### src/rtl/pcrc_pkg.sv
// Package with types, constants and the CRC byte update of the page checksum.
`timescale 1ns / 1ps
`default_nettype none

package pcrc_pkg;

	localparam logic [15:0] CRC_SEED      = 16'hFFFF;
	localparam logic [15:0] CRC_POLY      = 16'h8408;
	localparam logic [8:0]  MAX_PAGE      = 9'd256;
	localparam logic [8:0]  PAGE_SIZE_RST = 9'd64;

	// One input transaction as it sits in the input register
	typedef struct packed {
		logic        start;
		logic [15:0] seed_crc;   // CRC after seed and both address bytes
		logic [7:0]  data;
	} pcrc_item_t;

	// Result produced by the CRC engine for the item being processed
	typedef struct packed {
		logic        valid;
		logic [15:0] crc;
	} pcrc_result_t;

	// Reflected CRC-16 update with one byte, LSB first
	function automatic logic [15:0] crc_fold(input logic [15:0] crc, input logic [7:0] b);
		logic [15:0] c;
		c = crc ^ {8'h00, b};
		for (int i = 0; i < 8; i++) begin
			if (c[0]) begin
				c = (c >> 1) ^ CRC_POLY;
			end else begin
				c = c >> 1;
			end
		end
		return c;
	endfunction

endpackage

`default_nettype wire

### src/rtl/pcrc_engine.sv
// Running CRC state of the open page and completion detection.
`timescale 1ns / 1ps
`default_nettype none

module pcrc_engine
	import pcrc_pkg::*;
(
	input  wire logic         clk,
	input  wire logic         arst_n,
	input  wire logic         advance,     // item in the input register is consumed
	input  pcrc_item_t        item,
	input  wire logic [8:0]   page_size,
	output pcrc_result_t      result
);

	logic [15:0] crc_q;
	logic [8:0]  count_q;
	logic        open_q;

	logic [15:0] fold_in;
	logic [15:0] crc_nx;
	logic [8:0]  count_nx;
	logic [8:0]  eff_size;
	logic        take;
	logic        done;

	// Zero counts as one, anything above the maximum saturates
	always_comb begin
		if (page_size == '0) begin
			eff_size = 9'd1;
		end else if (page_size > MAX_PAGE) begin
			eff_size = MAX_PAGE;
		end else begin
			eff_size = page_size;
		end
	end

	// Fold the byte into either the fresh address CRC or the running CRC
	always_comb begin
		fold_in  = item.start ? item.seed_crc : crc_q;
		crc_nx   = crc_fold(fold_in, item.data);
		count_nx = item.start ? 9'd1 : count_q + 9'd1;
		take     = item.start || open_q;
		done     = take && (count_nx >= eff_size);
	end

	assign result.valid = done;
	assign result.crc   = crc_nx;

	// Page state; a byte with no page open leaves it untouched
	always_ff @(posedge clk or negedge arst_n) begin
		if (!arst_n) begin
			crc_q   <= CRC_SEED;
			count_q <= '0;
			open_q  <= 1'b0;
		end else if (advance && take) begin
			crc_q   <= crc_nx;
			count_q <= count_nx;
			open_q  <= !done;
		end
	end

endmodule

`default_nettype wire

### src/rtl/page_crc16_ccitt_top.sv
// Top level of the firmware page CRC-16 CCITT checksum block.
`timescale 1ns / 1ps
`default_nettype none

// Page checksum, reflected CRC-16 CCITT (poly 0x8408, seed 0xFFFF, no final XOR).
// A transaction with tuser set opens a page: the CRC is reseeded, the page address is
// folded in low byte first, then the data byte. Later bytes extend the page until
// page_size bytes have been folded, then the CRC is sent on the master side. Bytes
// arriving with no page open are dropped; a new start abandons an open page.
// Throughput is one byte per clock while the result side is ready; m_axis_tvalid rises
// at the clock edge after the one that takes the last byte, unless an earlier result is
// still stalled, and a stalled result holds off the input once the input register is
// full. The rate is set by the combinational byte fold that feeds the running CRC
// register. page_size (0 acts as 1, above 256 acts as 256) is written via cfg_wen.
module page_crc16_ccitt_top
	import pcrc_pkg::*;
(
	input  wire logic         clk,
	input  wire logic         arst_n,
	// configuration
	input  wire logic         cfg_wen,
	input  wire logic [8:0]   cfg_wdata,      // page_size
	// input stream
	input  wire logic         s_axis_tvalid,
	output logic              s_axis_tready,
	input  wire logic [23:0]  s_axis_tdata,   // [15:0] page_address, [23:16] data_byte
	input  wire logic         s_axis_tuser,   // [0] page_start
	// result stream
	output logic              m_axis_tvalid,
	input  wire logic         m_axis_tready,
	output logic [15:0]       m_axis_tdata    // [15:0] page checksum
);

	logic [8:0]    page_size_q;
	logic          valid_s1;
	pcrc_item_t    item_s1;
	logic          out_valid_q;
	logic [15:0]   out_crc_q;
	logic          advance;
	logic          s_accept;
	pcrc_result_t  result;
	logic [15:0]   addr_crc;

	// Page size register
	always_ff @(posedge clk or negedge arst_n) begin
		if (!arst_n) begin
			page_size_q <= PAGE_SIZE_RST;
		end else if (cfg_wen) begin
			page_size_q <= cfg_wdata;
		end
	end

	// Handshake: the input register moves on whenever the output slot is free or draining
	assign advance       = valid_s1 && (!out_valid_q || m_axis_tready);
	assign s_axis_tready = !valid_s1 || advance;
	assign s_accept      = s_axis_tvalid && s_axis_tready;

	// Address CRC is known at entry, so fold it before the input register
	assign addr_crc = crc_fold(crc_fold(CRC_SEED, s_axis_tdata[7:0]), s_axis_tdata[15:8]);

	// Input register
	always_ff @(posedge clk or negedge arst_n) begin
		if (!arst_n) begin
			valid_s1 <= 1'b0;
		end else if (s_axis_tready) begin
			valid_s1 <= s_axis_tvalid;
		end
	end

	always_ff @(posedge clk) begin
		if (s_accept) begin
			item_s1.start    <= s_axis_tuser;
			item_s1.seed_crc <= addr_crc;
			item_s1.data     <= s_axis_tdata[23:16];
		end
	end

	pcrc_engine u_engine (
		.clk       (clk),
		.arst_n    (arst_n),
		.advance   (advance),
		.item      (item_s1),
		.page_size (page_size_q),
		.result    (result)
	);

	// Output register
	always_ff @(posedge clk or negedge arst_n) begin
		if (!arst_n) begin
			out_valid_q <= 1'b0;
		end else if (advance) begin
			out_valid_q <= result.valid;
		end else if (m_axis_tready) begin
			out_valid_q <= 1'b0;
		end
	end

	always_ff @(posedge clk) begin
		if (advance && result.valid) begin
			out_crc_q <= result.crc;
		end
	end

	assign m_axis_tvalid = out_valid_q;
	assign m_axis_tdata  = out_crc_q;

endmodule

`default_nettype wire

### config.mk
export PLATFORM = sky130hd
export DESIGN_NAME = page_crc16_ccitt_top
export DESIGN_NICKNAME = d
export VERILOG_FILES = /design/src/rtl/pcrc_pkg.sv /design/src/rtl/pcrc_engine.sv /design/src/rtl/page_crc16_ccitt_top.sv
export SDC_FILE = /design/constraint.sdc
export NUM_CORES = 1
export LEC_CHECK = 0
export BUFFER_PORTS_ARGS = -buffer_cell sky130_fd_sc_hd__buf_2
export CAP_MARGIN = 20
export CORE_UTILIZATION = 44
export DETAILED_ROUTE_END_ITERATION = 7
export HOLD_SLACK_MARGIN = 0.02
export SYNTH_ARGS = -nofsm -noshare
export SYNTH_HDL_FRONTEND = slang
export SYNTH_SLANG_ARGS = --single-unit
### constraint.sdc
create_clock -name clk -period 6.05 [get_ports clk]
set_clock_uncertainty 0.2 [all_clocks]
set_input_delay 1.21 -clock clk [delete_from_list [all_inputs] [get_ports clk]]
set_output_delay 1.21 -clock clk [all_outputs]
set_load 0.01 [all_outputs]
==> results of run 1 <==
==> cells in the mapped netlist (all sizes together) (6+ instances only) <==
library cell,n,share of area (%)
nand2,50,5.0
xnor2,49,13
dfrtp,20,13
edfxtp,41,33
dfstp,17,12
clkbuf,6,0.59
mux2,18,5.4
xor2,19,4.4
ha,10,3.3
mux2i,16,4.2
nor2,13,1.3
==> per-stage QoR <==
step	total power, W	cell area (um^2)	cells	utilization, %	setup slack [ns]
after floorplan	0.00123	3790	295	-	2.60
after global placement	0.00135	4180	451	50.7	2.96
after detailed placement	0.00137	4210	452	51.0	2.95
after CTS	0.00175	4400	468	53.3	2.95
after global routing	0.00184	4400	468	53.3	2.86
final	0.00173	4400	468	53.3	2.95
==> state kept, by name, summed over array words and instances (netlist names) <==
| name | count |
|---|---|
| u_engine.crc_q | 16 |
| u_engine.count_q | 9 |
| u_engine.open_q | 1 |
| m_axis_tvalid | 1 |
| page_size_q | 9 |
| m_axis_tdata | 16 |
| item_s1 | 25 |
| valid_s1 | 1 |
==> kinds of logic after synthesis <==
kind of cell,count (synthesis)
buffers and inverters,9
multiplexers,34
AO/OA/AOI/OAI,16
XOR/XNOR,68
AND/OR/NAND/NOR,80
flip-flops,78
adder cells (fa/ha/maj),10
==> placed cells by master (no fill, tap or decap), drive strengths merged, types with 2 or more instances in the layout <==
cell	netlist	routed
clkinv	1	4
clkinvlp	0	2
buf	2	60
clkbuf	6	10
xor2	19	19
o31ai	4	4
ha	10	10
xnor2	49	49
o21ai	4	4
a21o	3	3
nor2b	3	3
dfrtp	20	20
nand2	50	50
a21oi	4	4
edfxtp	41	41
dfstp	17	17
nand3	4	4
mux2i	16	16
nor2	13	13
nand2b	4	4
mux2	18	18
==> critical path, stage by stage <==
cell and delay [ns]:
buf_2 0.10, nor2b_1 0.13, nand2_1 0.10, buf_2 0.15
==> layer usage <==
metal	GRT usage (%)	up-vias	part of all wire [%]	wire, um
met5	0	-	0	0
met4	7.83	0	1.4	93
met3	2.98	7	3.4	233
met2	31.2	47	52	3560
met1	19.8	1107	43	2920
li1	-	1129	-	-
==> worst paths after layout <==
path	to	depth (start not counted)	slack (ns)	from
setup / recovery	s_axis_tready	4	2.95	m_axis_tready
hold / removal	u_engine.crc_q[4]	2	0.26	u_engine.crc_q[4]
setup reg to reg	m_axis_tdata[6]	11	3.11	u_engine.count_q[0]
hold reg to reg	u_engine.crc_q[4]	2	0.26	u_engine.crc_q[4]
max in group asynchronous	page_size_q[8]	1	4.33	arst_n
min in group asynchronous	m_axis_tvalid	1	0.76	arst_n
==> cell type report <==
type	count	share of cell area, %
clock buffer	10	2.90
clock inverter	6	1.42
inverter	1	0.0853
multi-input combinational	208	35.6
sequential	78	49.5
tap	105	2.98
timing repair buffer	60	7.50
==> power breakdown <==
part | internal (W) | total, W | leakage, nW | switching, W
Clock | 0.000189 | 0.000374 | 0.0899 | 0.000185
Combinational | 0.000254 | 0.000538 | 0.925 | 0.000283
Sequential | 0.000758 | 0.000816 | 0.818 | 0.0000579
==> impl_metrics.toml, run 1 <==
[setup_path]
critPathLaunchType = "primary input"
arrival_ns = 1.69
cp_max_fo = 3
endpoint_kind = "output pin"
path_class = "primary input to output pin"
required_ns = 4.64

[floorplanning]
core_um2 = 8260
num_io_pins = 57
die_area_um2 = 8980
rows = 33
start_util_pct = 45.9
dieWidth_um = 94.8
die_h_um = 94.8

[finish]
drive_gt1_share_pct = 32.0
synthToLayoutAreaGrowth_pct = 16.2
fillers = 743
fin_nets = 407
multiInputGateArea_um2 = 1570
seq_area_um2 = 2180
antenna_cells = 0

[timing]
finalSetupViolCount = 0
relSlewSlack_pct = 41.6
setup_tns_ns = 0
whs_ns = 0.260
grt_setup_unrepaired = "no"
drv_slew = 0
post-route-min-period_ns = 3.10
hold_violations = 0
fmax_ghz = 0.323
worst_slew_pin_slew_ns = 0.876
period_share_pct = 51.2

[clock_tree]
path_clk_slew_ns = 0.07
clk_path_buf_depth = 2
root_buffer = "clkbuf_8"
ctsHtreeMaxLevel = 3
cts_buffers = 9
ctsResizeCount = 0
cts_tree = "built"
clock_latency_ns = 0.34
cts_setup_buffers = 0
clock_sinks = 78
cts_hold_buf = 0

[drt]
vias_per_cell = 4.89
wl_per_cell_um = 14.5
drtIter0Drc = 99
drt_pass1_iterations = 4
wl_mm = 6.81
route.detailed.drc = 0
vias = 2290
ant_nets = 0

[placed_design]
gp_congestion = 0.757
port_buffers = 56
place_hpwl_mm = 4.90

[grt]
antenna_found_initial = 0
grt_max_degree = 38
grt_pass1_wl_mm = 11.5
gr-total-overflow = 0
grtUsageTotal_pct = 17.3
grt_pass1_vias = 2390

[hold_path]
hold_path_class = "flip-flop to flip-flop"

[run]
cap_violations = 0

[power]
ir_drop_uv = 117
power.leakage_nw = 1.83
power_density_nw_per_um2 = 392

[yosys]
synthFlopType = "edfxtp_1"
yosysSeqAreaShare_pct = 57.5
synth_edf_count = 41
syn-num-nets = 344
synth_top_family_by_area = "XOR/XNOR gates"
synthMuxAreaShare_pct = 9.58
synth_warnings = 0
syn_inst = 295
ys_seq_elements = 78
syn_area_um2 = 3790
synth_fa_ha_area_share_pct = 3.30
synth_xor_area_share_pct = 16.9
avgSynthCellArea_um2 = 12.8
synth-simple-area-share_pct = 8.89
synth-compound-area-share_pct = 2.71
synth_cell_types = 29
synthArstFlopShare_pct = 47.4

[status]
status = "finished, final reports clean"
Power figures use the tool's default switching activity.
==> inputs of run 2 (changes only) <==
--- a/config.mk
+++ b/config.mk
@@ -10,6 +10,7 @@
 export CORE_UTILIZATION = 44
 export DETAILED_ROUTE_END_ITERATION = 7
 export HOLD_SLACK_MARGIN = 0.02
+export PLACE_DENSITY = 0.67
 export SYNTH_ARGS = -nofsm -noshare
 export SYNTH_HDL_FRONTEND = slang
 export SYNTH_SLANG_ARGS = --single-unit
==> constraint.sdc (replaced) <==
create_clock -name clk -period 2.6 [get_ports clk]
set_clock_uncertainty 0.2 [all_clocks]
set_input_delay 0.52 -clock clk [delete_from_list [all_inputs] [get_ports clk]]
set_output_delay 0.52 -clock clk [all_outputs]
set_load 0.01 [all_outputs]
==> impl_metrics.toml, run 2 (synthesized netlist as in run 1, its figures left out) <==
[finish]
drive_gt1_share_pct = 42.6
final_common_cell = "buf_2"
fin_nets = 436
largest_register = "item_s1"
synthToLayoutAreaGrowth_pct = 27.2
largest_reg_flops = 25
final_cell_area_um2 = 4820
final_cell_mix = "buf_2 (56), nand2_1 (48), edfxtp_1 (41)"
fillers = 692
antenna_cells = 0

[setup_path]
r2r-start = "u_engine.count_q[0]"
r2r-end = "m_axis_tdata[6]"
crit_chain = "buf_4 > nand3_4 > nor2_4 > xnor2_2 > nor2_1 > ha_1 > nand4_1 > or2_4 > o311a_4 > nor2_4 > clkbuf_16"
cp_max_fo = 8
required_ns = 2.47
crit_slowest_cell = "dfrtp_1"
arrival_ns = 2.55
critPathMaxStageDelay_ns = 0.41
endpoint_kind = "flip-flop"
cpMostUsedCell = "nor2_4"
path_class = "flip-flop to flip-flop"
r2r_cells = 11
critPathLaunchType = "flip-flop"
rrSetupSlack_ns = -0.07

[grt]
grt_pass1_vias = 2359
use_met3_pct = 4.19
use_met1_pct = 25.1
grt_util_met2_pct = 26.6
grt_pass1_wl_mm = 11.7
gr-total-overflow = 0
antenna_found_initial = 0
grtUsageTotal_pct = 17.7
grt_max_degree = 31
top_usage_layer = "met2"

[timing]
post-route-min-period_ns = 2.67
period_share_pct = 103
fmax_ghz = 0.374
worst_slew_pin_slew_ns = 0.705
relSlewSlack_pct = 53.0
fin_ws_ns = -0.0720
grt_setup_unrepaired = "yes"
hold_violations = 0
drv_slew = 0
setup_tns_ns = -0.956
finalSetupViolCount = 16
whs_ns = 0.144

[power]
finalPower_w = 0.00433
ir_drop_uv = 332
p_comb_share_pct = 32.5
intPower_w = 0.00301
power.share.switching_pct = 30.6
power_density_nw_per_um2 = 900
clock_power_share_pct = 23.0
seq_power_share_pct = 44.5
p_switching_w = 0.00132
power.leakage_nw = 2.00

[floorplanning]
num_io_pins = 57
rows = 33
die_h_um = 94.8
core_um2 = 8260
dieWidth_um = 94.8
start_util_pct = 45.9
die_area_um2 = 8980

[clock_tree]
ctsHtreeMaxLevel = 3
path_clk_slew_ns = 0.09
clk_path_buf_depth = 2
clock_latency_ns = 0.35
cts_tree = "built"
root_buffer = "clkbuf_8"
cts_buffers = 9
clock_sinks = 78

[placed_design]
gp_congestion = 0.806
place_hpwl_mm = 5.19
place_area_um2 = 4400
port_buffers = 56
post-place-ws_ns = -0.233

[hold_path]
min_from = "s_axis_tdata[21]"
hold-path-endpoint = "item_s1[5]"
hold_path_class = "primary input to flip-flop"
hold_depth = 1

[drt]
vias_per_cell = 4.87
drt_pass1_iterations = 4
wl_per_cell_um = 14.8
route.detailed.drc = 0
wl_mm = 7.36
vias = 2421
drtIter0Drc = 52
ant_nets = 0

[status]
status = "complete, but fails checks"
violations = "setup timing"

[run]
cap_violations = 0
## run 2: final cells by class
type                    instances  area, um^2  area share (%)
clock buffers                   9         124            2.57
clock inverters                 7        97.6            2.03
inverters                       1        3.75          0.0779
multi-input cells             208        1710            35.5
flip-flops and latches         78        2180            45.3
well taps                     105         131            2.73
repair buffers                 89         568            11.8
## run 2: power by group through the flow
stage          combinational, W  clock, W  sequential, W
2_1_floorplan          0.000984         0        0.00189
3_3_place_gp            0.00131         0        0.00192
3_5_place_dp            0.00134         0        0.00193
4_1_cts                 0.00137   0.00102        0.00191
5_1_grt                 0.00156   0.00107        0.00196
6_report                0.00141  0.000996        0.00193
## run 2: metrics by stage
step           std cells  utilization [%]
6_report             497             58.3
5_1_grt              497             58.3
4_1_cts              495             56.7
3_5_place_dp         476             53.2
3_3_place_gp         476             53.2
2_1_floorplan        295                -
## run 2: what timing repair did
| item | 4_1_cts | 5_1_grt |
|---|---|---|
| pin swaps | 4 | 5 |
| gates cloned | 0 | 1 |
| setup buffers | 2 | 1 |
| resized for setup | 4 | 22 |
| endpoints found under the hold margin | 3 | 0 |
| hold buffers | 1 | 0 |
| endpoints found under the setup margin | 16 | 17 |
## run 2: worst max-delay path, delay by kind of cell (launching register included)
| kind | cells | cell delay (ns) |
|---|---|---|
| and+or+nand+nor | 6 | 0.88 |
| buffers and inverters | 2 | 0.35 |
| adders and majority gates | 1 | 0.29 |
| xor gates and xnor gates | 1 | 0.13 |
| DFF | 1 | 0.41 |
| AOI/OAI and AO/OA | 1 | 0.13 |
## run 2: worst max-delay path by stage
| stage | start | to | slack, ns |
|---|---|---|---|
| floorplan | u_engine.count_q[0] | m_axis_tdata[0] | 0.006 |
| global placement | u_engine.count_q[1] | m_axis_tdata[3] | -0.14 |
| detailed placement | u_engine.count_q[0] | m_axis_tdata[11] | -0.23 |
| CTS | u_engine.count_q[0] | m_axis_tdata[8] | -0.001 |
| global route | u_engine.count_q[1] | m_axis_tdata[6] | -0.17 |
| finish | u_engine.count_q[0] | m_axis_tdata[6] | -0.07 |
## run 2: metal layers
layer  vias up  wire length, um
met2        65             3510
met5         -                0
met3         2              311
met4         0               40
li1       1196                -
met1      1158             3500
==> inputs of run 3 (changes only) <==
==> constraint.sdc (replaced) <==
create_clock -name clk -period 2.3 [get_ports clk]
set_clock_uncertainty 0.2 [all_clocks]
set_input_delay 0.46 -clock clk [delete_from_list [all_inputs] [get_ports clk]]
set_output_delay 0.46 -clock clk [all_outputs]
set_load 0.01 [all_outputs]
==> impl_metrics.toml, run 3 (synthesized netlist as in run 1, its figures left out) <==
[timing]
worst_slew_pin_slew_ns = 0.644
fin_ws_ns = -0.272
whs_ns = 0.0777
finalSetupViolCount = 18
fmax_ghz = 0.389
hold_violations = 0
relSlewSlack_pct = 57.1
period_share_pct = 112
drv_slew = 0
grt_setup_unrepaired = "yes"
post-route-min-period_ns = 2.57

[drt]
ant_nets = 0
wl_per_cell_um = 14.1
drt_pass1_iterations = 6
drtIter0Drc = 70
route.detailed.drc = 0
vias_per_cell = 4.78
vias = 2422
wl_mm = 7.14

[placed_design]
place_hpwl_mm = 5.16
port_buffers = 56
place_area_um2 = 4470
gp_congestion = 0.814
post-place-ws_ns = -0.487

[clock_tree]
clock_latency_ns = 0.36
cts_tree = "built"
root_buffer = "clkbuf_8"
ctsHtreeMaxLevel = 3
cts_buffers = 9
clk_path_buf_depth = 2
path_clk_slew_ns = 0.09
clock_sinks = 78

[run]
cap_violations = 0

[floorplanning]
rows = 33
die_area_um2 = 8980
die_h_um = 94.8
dieWidth_um = 94.8
num_io_pins = 57
start_util_pct = 45.9
core_um2 = 8260

[status]
status = "complete, but fails checks"
violations = "setup timing"

[power]
p_switching_w = 0.00155
power.leakage_nw = 2.04
seq_power_share_pct = 45.4
power.share.switching_pct = 32.2
intPower_w = 0.00325
power_density_nw_per_um2 = 983
ir_drop_uv = 364
p_comb_share_pct = 34.6
clock_power_share_pct = 20.0
finalPower_w = 0.00480

[finish]
largest_register = "item_s1"
final_cell_mix = "buf_2 (56), nand2_1 (49), edfxtp_1 (41)"
drive_gt1_share_pct = 45.0
final_common_cell = "buf_2"
largest_reg_flops = 25
synthToLayoutAreaGrowth_pct = 28.8
fin_nets = 446
final_cell_area_um2 = 4880
post-route-util_pct = 59.1
antenna_cells = 0

[hold_path]
hold_path_class = "primary input to flip-flop"

[setup_path]
arrival_ns = 2.44
required_ns = 2.17
cp_max_fo = 16
path_class = "flip-flop to flip-flop"
critPathLaunchType = "flip-flop"
endpoint_kind = "flip-flop"

[grt]
grtUsageTotal_pct = 17.5
gr-total-overflow = 0
grt_max_degree = 29
grt_pass1_vias = 2447
antenna_found_initial = 0
grt_pass1_wl_mm = 11.6
-- run 3: cell count changes in the layout (fill, tap and decap cells not counted), moves of 2 or more --
cell       change
buf_4         +10
inv_6          +3
a21oi_1        -2
a21oi_2        +2
bufinv_16      -2
clkinv_2       -2
xor2_1         -2
xor2_2         +2
-- run 3: power by group through the flow --
stage	sequential, W	clock [W]	combinational [W]
2_1_floorplan	0.00215	0	0.00112
3_3_place_gp	0.00219	0	0.00152
3_5_place_dp	0.00219	0	0.00157
4_1_cts	0.00217	0.000996	0.00166
5_1_grt	0.00221	0.00105	0.00182
6_report	0.00218	0.000958	0.00166
-- run 3: routing by layer --
metal	global-route usage [%]	part of all wire [%]	up-vias
li1	-	-	1211
met1	24.3	49	1147
met2	26.7	46	52
met3	3.14	3.5	12
met4	7.95	1.9	0
met5	0	0	-
-- run 3: worst paths after layout --
path | startpoint | to | slack (ns) | depth (start not counted)
worst max-delay path | u_engine.count_q[0] | m_axis_tdata[12] | -0.27 | 10
worst min-delay path | s_axis_tuser | item_s1[24] | 0.08 | 1
worst max register to register | u_engine.count_q[0] | m_axis_tdata[12] | -0.27 | 10
worst min register to register | u_engine.crc_q[6] | u_engine.crc_q[6] | 0.26 | 2
max in group asynchronous | arst_n | u_engine.crc_q[0] | 0.76 | 3
min in group asynchronous | arst_n | page_size_q[4] | 0.46 | 2
-- run 3: through the flow --
| step | setup TNS, ns | instances |
|---|---|---|
| after floorplan | -4.16 | 295 |
| after global placement | -6.51 | 484 |
| after detailed placement | -8.01 | 484 |
| after CTS | -4.40 | 506 |
| after global routing | -5.71 | 507 |
| final | -4.33 | 507 |
-- run 3: what timing repair did --
| action | CTS | global route |
|---|---|---|
| hold buffers | 1 | 0 |
| pin swaps | 24 | 3 |
| buffers inserted | 5 | 1 |
| endpoints found under the hold margin | 20 | 0 |
| gates resized for setup | 13 | 17 |
| setup endpoints to repair | 18 | 24 |
-- run 3: critical path: stages (launching register included) --
cell	delay (ns)
dfrtp_1	0.43
buf_6	0.14
buf_4	0.12
nor2b_2	0.15
ha_1	0.29
nand2b_4	0.11
a21o_1	0.13
a21oi_2	0.07
o311a_4	0.38
nor2_4	0.11
buf_12	0.16
-- run 3: area by class of cell --
type	count	area, um^2
fill	686	3380
sequential	78	2180
multi-input combinational	208	1740
timing repair buffer	99	629
tap	105	131
clock buffer	9	124
clock inverter	7	66.3
inverter	1	3.75
